===== config.mk =====
export PLATFORM = sky130hd
export DESIGN_NAME = nba_ctrl
export DESIGN_NICKNAME = d
export VERILOG_FILES = /design/src/rtl/nba_pkg.sv /design/src/rtl/nba_ctrl.sv
export SDC_FILE = /design/constraint.sdc
export NUM_CORES = 1
export LEC_CHECK = 0
export BUFFER_PORTS_ARGS = -buffer_cell sky130_fd_sc_hd__buf_4
export CAP_MARGIN = 20
export CORE_MARGIN = 3
export CORE_UTILIZATION = 58
export CTS_CLUSTER_SIZE = 24
export DETAILED_ROUTE_END_ITERATION = 8
export PLACE_DENSITY = 0.84
export SLEW_MARGIN = 20
export SYNTH_ARGS = -nofsm -noshare
export SYNTH_HDL_FRONTEND = slang
export SYNTH_SLANG_ARGS = --single-unit

===== constraint.sdc =====
create_clock -name clk -period 3.1 [get_ports clk]
set_clock_uncertainty 0.2 [all_clocks]
set_input_delay 0.155 -clock clk [delete_from_list [all_inputs] [get_ports clk]]
set_output_delay 0.155 -clock clk [all_outputs]
set_load 0.1 [all_outputs]

===== src/rtl/nba_pkg.sv =====
// Shared constants and control types for the nearest bone search block.
// Used by nba_ctrl, nba_dp and nearest_bone_assign.
package nba_pkg;
	localparam int COORD_BITS = 20;
	localparam int MAX_BONES  = 64;
	localparam int IDX_BITS   = 6;
	localparam int CNT_BITS   = 7;
	localparam int DIFF_BITS  = COORD_BITS + 1;
	localparam int SQ_BITS    = 2 * DIFF_BITS - 1;
	localparam int SUM_BITS   = SQ_BITS + 1;
	localparam int ROOT_BITS  = SUM_BITS / 2;
	localparam int REM_BITS   = ROOT_BITS + 2;
	localparam int STEP_BITS  = 5;

	localparam logic CMD_LOAD  = 1'b0;
	localparam logic CMD_QUERY = 1'b1;

	typedef struct packed {
		logic                capture;
		logic                load;
		logic                rd;
		logic [IDX_BITS-1:0] addr;
		logic                sq;
		logic                sum;
		logic                sqrt_step;
		logic                cmp;
		logic                first;
		logic                out_load;
		logic                found;
	} dp_cmd_t;
endpackage


===== src/rtl/nba_ctrl.sv =====
// Controller state machine: handshakes, bone walk counter and sequencing.
// Depends on nba_pkg; drives nba_dp through nba_pkg::dp_cmd_t.
module nba_ctrl (
	input  logic                            clk,
	input  logic                            arst_n,
	input  logic                            cfg_we,
	input  logic [nba_pkg::CNT_BITS-1:0]    cfg_wdata,
	input  logic                            in_valid,
	output logic                            in_ready,
	input  logic                            command,
	input  logic                            already_attached,
	output logic                            out_valid,
	input  logic                            out_ready,
	output nba_pkg::dp_cmd_t                cmd
);
	localparam logic [2:0] S_IDLE = 3'd0;
	localparam logic [2:0] S_RD   = 3'd1;
	localparam logic [2:0] S_SQ   = 3'd2;
	localparam logic [2:0] S_SUM  = 3'd3;
	localparam logic [2:0] S_SQRT = 3'd4;
	localparam logic [2:0] S_CMP  = 3'd5;
	localparam logic [2:0] S_DONE = 3'd6;

	logic [2:0] state_q, state_d;
	logic [nba_pkg::CNT_BITS-1:0] count_q, k_q, n;
	logic [nba_pkg::STEP_BITS-1:0] step_q;
	logic found_q, in_acc, out_free;

	assign n = count_q > nba_pkg::CNT_BITS'(nba_pkg::MAX_BONES)
		? nba_pkg::CNT_BITS'(nba_pkg::MAX_BONES) : count_q;
	assign in_ready = (state_q == S_IDLE);
	assign in_acc = in_valid && in_ready;
	assign out_free = !out_valid || out_ready;

	always_comb begin
		state_d = state_q;
		cmd = '0;
		cmd.addr = k_q[nba_pkg::IDX_BITS-1:0];
		cmd.first = (k_q == '0);
		cmd.found = found_q;
		unique case (state_q)
			S_IDLE: begin
				if (in_acc) begin
					if (command == nba_pkg::CMD_LOAD) begin
						cmd.load = 1'b1;
					end else begin
						cmd.capture = 1'b1;
						state_d = (already_attached || n == '0) ? S_DONE : S_RD;
					end
				end
			end
			S_RD: begin
				cmd.rd = 1'b1;
				state_d = S_SQ;
			end
			S_SQ: begin
				cmd.sq = 1'b1;
				state_d = S_SUM;
			end
			S_SUM: begin
				cmd.sum = 1'b1;
				state_d = S_SQRT;
			end
			S_SQRT: begin
				cmd.sqrt_step = 1'b1;
				if (step_q == nba_pkg::STEP_BITS'(nba_pkg::ROOT_BITS - 1)) begin
					state_d = S_CMP;
				end
			end
			S_CMP: begin
				cmd.cmp = 1'b1;
				state_d = (k_q + 1'b1 == n) ? S_DONE : S_RD;
			end
			S_DONE: begin
				if (out_free) begin
					cmd.out_load = 1'b1;
					state_d = S_IDLE;
				end
			end
			default: state_d = S_IDLE;
		endcase
	end

	always_ff @(posedge clk or negedge arst_n) begin
		if (!arst_n) begin
			state_q <= S_IDLE;
			count_q <= '0;
			k_q <= '0;
			step_q <= '0;
			found_q <= 1'b0;
			out_valid <= 1'b0;
		end else begin
			state_q <= state_d;
			if (cfg_we) begin
				count_q <= cfg_wdata;
			end
			if (cmd.capture) begin
				k_q <= '0;
				found_q <= 1'b0;
			end else if (cmd.cmp) begin
				k_q <= k_q + 1'b1;
				found_q <= 1'b1;
			end
			if (cmd.sum) begin
				step_q <= '0;
			end else if (cmd.sqrt_step) begin
				step_q <= step_q + 1'b1;
			end
			if (cmd.out_load) begin
				out_valid <= 1'b1;
			end else if (out_ready) begin
				out_valid <= 1'b0;
			end
		end
	end

	a_out_hold: assert property (@(posedge clk) disable iff (!arst_n)
		out_valid && !out_ready |=> out_valid)
		else $error("Result word dropped while stalled.");
	a_walk_bound: assert property (@(posedge clk) disable iff (!arst_n)
		cmd.cmp |-> k_q < n)
		else $error("Bone walk ran past the count in use.");
	a_load_idle: assert property (@(posedge clk) disable iff (!arst_n)
		cmd.out_load |-> out_free && state_q == S_DONE)
		else $error("Result register overwritten.");
endmodule

# Word level (Yosys, flattened, before mapping)
# Index checks and enable logic that the tools add are counted.
# Widths: inputs -> output; s select.
# totals
ff_bits,24
in_bits,14
output_inout_bits,18
wordCells,59
# op_classes
add_sub_neg,2
n_lt_le_gt_ge,1
eq_ne,12
mux,27
n_reduce_logical,11
# ops
op,n
$mux 7,3
$pmux 3 s7,1
$mux 3,6
$logic_not 7->1,2
$mux 1,13
$mux 5,2
$eq 3x3->1 const B,3
$add 7x1->7 const B,1
$eq 7x7->1,1
$gt 7x7->1 const B,1
$eq 3x2->1 const B,2
$reduce_bool 2->1,3
$add 5x1->5 const B,1
$eq 5x5->1 const B,1
$mux 2,2
$ne 2x1->1 const B,2
$ne 2x2->1 const B,2
$reduce_and 4->1,1
$eq 3x1->1 const B,1
$logic_not 3->1,1
$logic_or 1x1->1,2
$logic_and 1x1->1,1
$logic_not 1->1,1

# Depth between registers and ports, before layout
# logic_depth
ltp_word,8
ltp_mapped,7
ltp_nobuf,7

# Worst setup path after synthesis
# OpenSTA, ideal clock, no wires.
# synth_path
path_kind,register to register
start,register state_q[1]
end,register k_q[4] (netlist bit)
setup_ns,0.129
arrival_ns,4.440
required_ns,2.771
setup_slack_ns,-1.669
stages_incl_launch_ff,8
n_path_buf,2
synth_period_minus_slack_ns,4.769
path_cell_list,dfrtp_1 clkbuf_1 nor3_1 and3_1 clkbuf_1 nor2_1 o21ai_0 o31ai_1
# synth_lines
item,line,text
from (decl),nba_ctrl.sv:24,"logic [2:0] state_q, state_d;"
from (signal assigned),nba_ctrl.sv:93,state_q <= state_d;
to (signal assigned),nba_ctrl.sv:101,k_q <= k_q + 1'b1;
to (decl),nba_ctrl.sv:25,"logic [nba_pkg::CNT_BITS-1:0] count_q, k_q, n;"

==> out/qor.csv <==
stage;metric;value;unit
cts;root_buffer;clkbuf_4;
power_and_ir_drop;seqPwrFrac;0.277;
final_layout;final_common_cell;buf_4;
global_route;grt_pass1_vias;1369;
power_and_ir_drop;p_clk_frac;0.096;
cts;insertion_delay;0.33;ns
timing;rsz0062_at_grt;false;
power_and_ir_drop;p_sw_frac;0.585;
global_route;track_usage;0.243;
timing;finalHoldViolCount;0;
timing;fmax;419;MHz
die;die_h;57.2;um
critical_path;cp-start-kind;flip-flop;
logic_synthesis;synth_nets;187;
cts;numCtsBuffers;3;
cts;clkSinkCount;24;
critical_path;path_class;reg2out;
timing;slew_headroom;0.722;
logic_synthesis;yosys_warnings;0;
job;drv_cap;0;
power_and_ir_drop;p_int;757;uW
timing;tightest_slew;0.413;ns
final_layout;nFillCells;139;
logic_synthesis;ys_types;46;
die;io_pins;32;
route;via_count;1396;
cts;cts_tree;done;
place;dp_hpwl;2390;um
route;drc;0;
final_layout;multi_input_area;806;um^2
timing;setup_viol;0;
route;dr.pass1.iters;4;
cts;cts_setup_buffers;0;
final_layout;final_cell_mix;buf_4, dfrtp_1, dlygate4sd3_1;
global_route;antenna_found_initial;0;
critical_path;required;2.74;ns
logic_synthesis;synth_area_per_cell;9.01;um^2
critical_path;critPathMaxFanout;11;
logic_synthesis;synth_area;1520;um^2
die;core;2340;um^2
route;drt_iter0_drc;72;
timing;final-max-slew-violation-count;0;
final_layout;final_nets;227;
power_and_ir_drop;p_leak;0.000890;uW
route;wl_per_cell;15.7;um
critical_path;critical_path_arrival;2.03;ns
final_layout;drive_gt1_frac;0.221;
power_and_ir_drop;power.switching;1070;uW
logic_synthesis;synth_seq_cells;24;
power_and_ir_drop;comb_power_share;0.627;
final_layout;regArea;601;um^2
die;rows;17;
logic_synthesis;synth_edf_count;0;
critical_path;critPathCaptureType;primary output;
timing;period_minus_slack;2.39;ns
die;die_w;57.2;um
final_layout;area_growth;26.6;%
die;initial_utilization;0.651;
global_route;grt_pass1_wl;6220;um
global_route;grt_max_degree;25;
timing;fin_crit_sh;0.770;
die;die-area;3280;um^2
route;wirelength;3710;um
place;io_buffers;31;
final_layout;antenna-diode-count;0;
cts;path_clk_slew;0.15;ns
logic_synthesis;synth_ff_type;dfrtp_1;
hold_path;hold_class;in2async;
logic_synthesis;synth_seq_area_share;0.394;
timing;setup_tns;0;ns
place;routabilityCongestion;0.927;
route;viasPerCell;5.92;
power_and_ir_drop;powerDensity;946;nW/um^2
final_layout;final_util;0.824;
cts;cts.path.max_buffers;2;
route;ant_nets;0;
logic_synthesis;netlist_instances;169;
status;outcome;finished, final reports clean;
power_and_ir_drop;ir_drop;0.953;mV
global_route;overflow;0;
cts;cts_max_level;1;
logic_synthesis;async_flop_share;1.00;
## cells in the mapped netlist (4+ instances only)
cell type | n | share of area
a21oi_1 | 5 | 0.016
buf_4 | 7 | 0.035
clkbuf_1 | 5 | 0.012
dfrtp_1 | 24 | 0.39
ha_1 | 4 | 0.033
inv_1 | 9 | 0.022
mux2_2 | 5 | 0.037
nand2_1 | 15 | 0.037
nor2_1 | 15 | 0.037
nor2b_1 | 4 | 0.016
o21ai_0 | 17 | 0.056
o31ai_1 | 6 | 0.030
xnor2_1 | 6 | 0.035
## state kept, by name, summed over array words and instances, names as in the netlist
name / cells
count_q: 7
k_q: 7
step_q: 5
state_q: 3
found_q: 1
out_valid: 1
## power by group through the flow
stage	Combinational (uW)	Sequential [uW]	Clock (uW)
floorplan	952	485	0
global placement	1100	499	0
detailed placement	1110	506	0
CTS	1140	499	174
global route	1200	520	192
finish	1140	506	175
## cells by family after synthesis
logic type,after synthesis,synth area share
flops,24,0.394
simple gates,64,0.236
fa+ha+maj,4,0.0329
mux,5,0.0370
xor+xnor,8,0.0460
compound gates,40,0.170
buf+inv,24,0.0838
## layer usage
metal  GRT usage  share of wire
met1       0.300           0.40
met2       0.392           0.49
met3      0.0430          0.064
met4       0.149          0.042
met5           0              0
## final timing paths
path	from	slack (ns)	end	depth (start not counted)
setup / recovery	state_q[2]	0.71	cmd[3]	4
hold / removal	arst_n	0.06	k_q[2]	2
setup reg to reg	k_q[0]	0.89	state_q[0]	7
hold reg to reg	found_q	0.32	found_q	2
max in group asynchronous	arst_n	2.40	step_q[3]	2
min in group clk	in_valid	0.07	found_q	3
## metrics by stage
step | area, um^2 | power, uW | cells | worst slack (ns) | hold slack [ns]
3_3_place_gp | 1710 | 1600 | 214 | 0.986 | -0.136
5_1_grt | 1930 | 1910 | 236 | 0.609 | 0.0728
3_5_place_dp | 1710 | 1620 | 214 | 0.937 | -0.132
6_report | 1930 | 1820 | 236 | 0.714 | 0.0565
2_1_floorplan | 1540 | 1440 | 169 | -0.131 | -0.341
4_1_cts | 1930 | 1810 | 236 | 0.766 | 0.0514
## what timing repair did
item                      in CTS  in global routing
resized for setup              0                  0
hold buffers                  18                  0
hold endpoints to repair      32                  0
## critical path, stage by stage (launching register included)
cell and delay, ns:
dfrtp_1 0.60, nor2b_1 0.29, nand2_1 0.24, clkinv_1 0.24
buf_4 0.33
## area by class of cell
| type | instances | area share |
|---|---|---|
| multi-input combinational | 121 | 0.418 |
| sequential | 24 | 0.311 |
| timing repair buffer | 49 | 0.214 |
| inverter | 10 | 0.0195 |
| clock buffer | 4 | 0.0188 |
| tap | 28 | 0.0182 |
No activity file was read; power rests on OpenSTA's default activity.
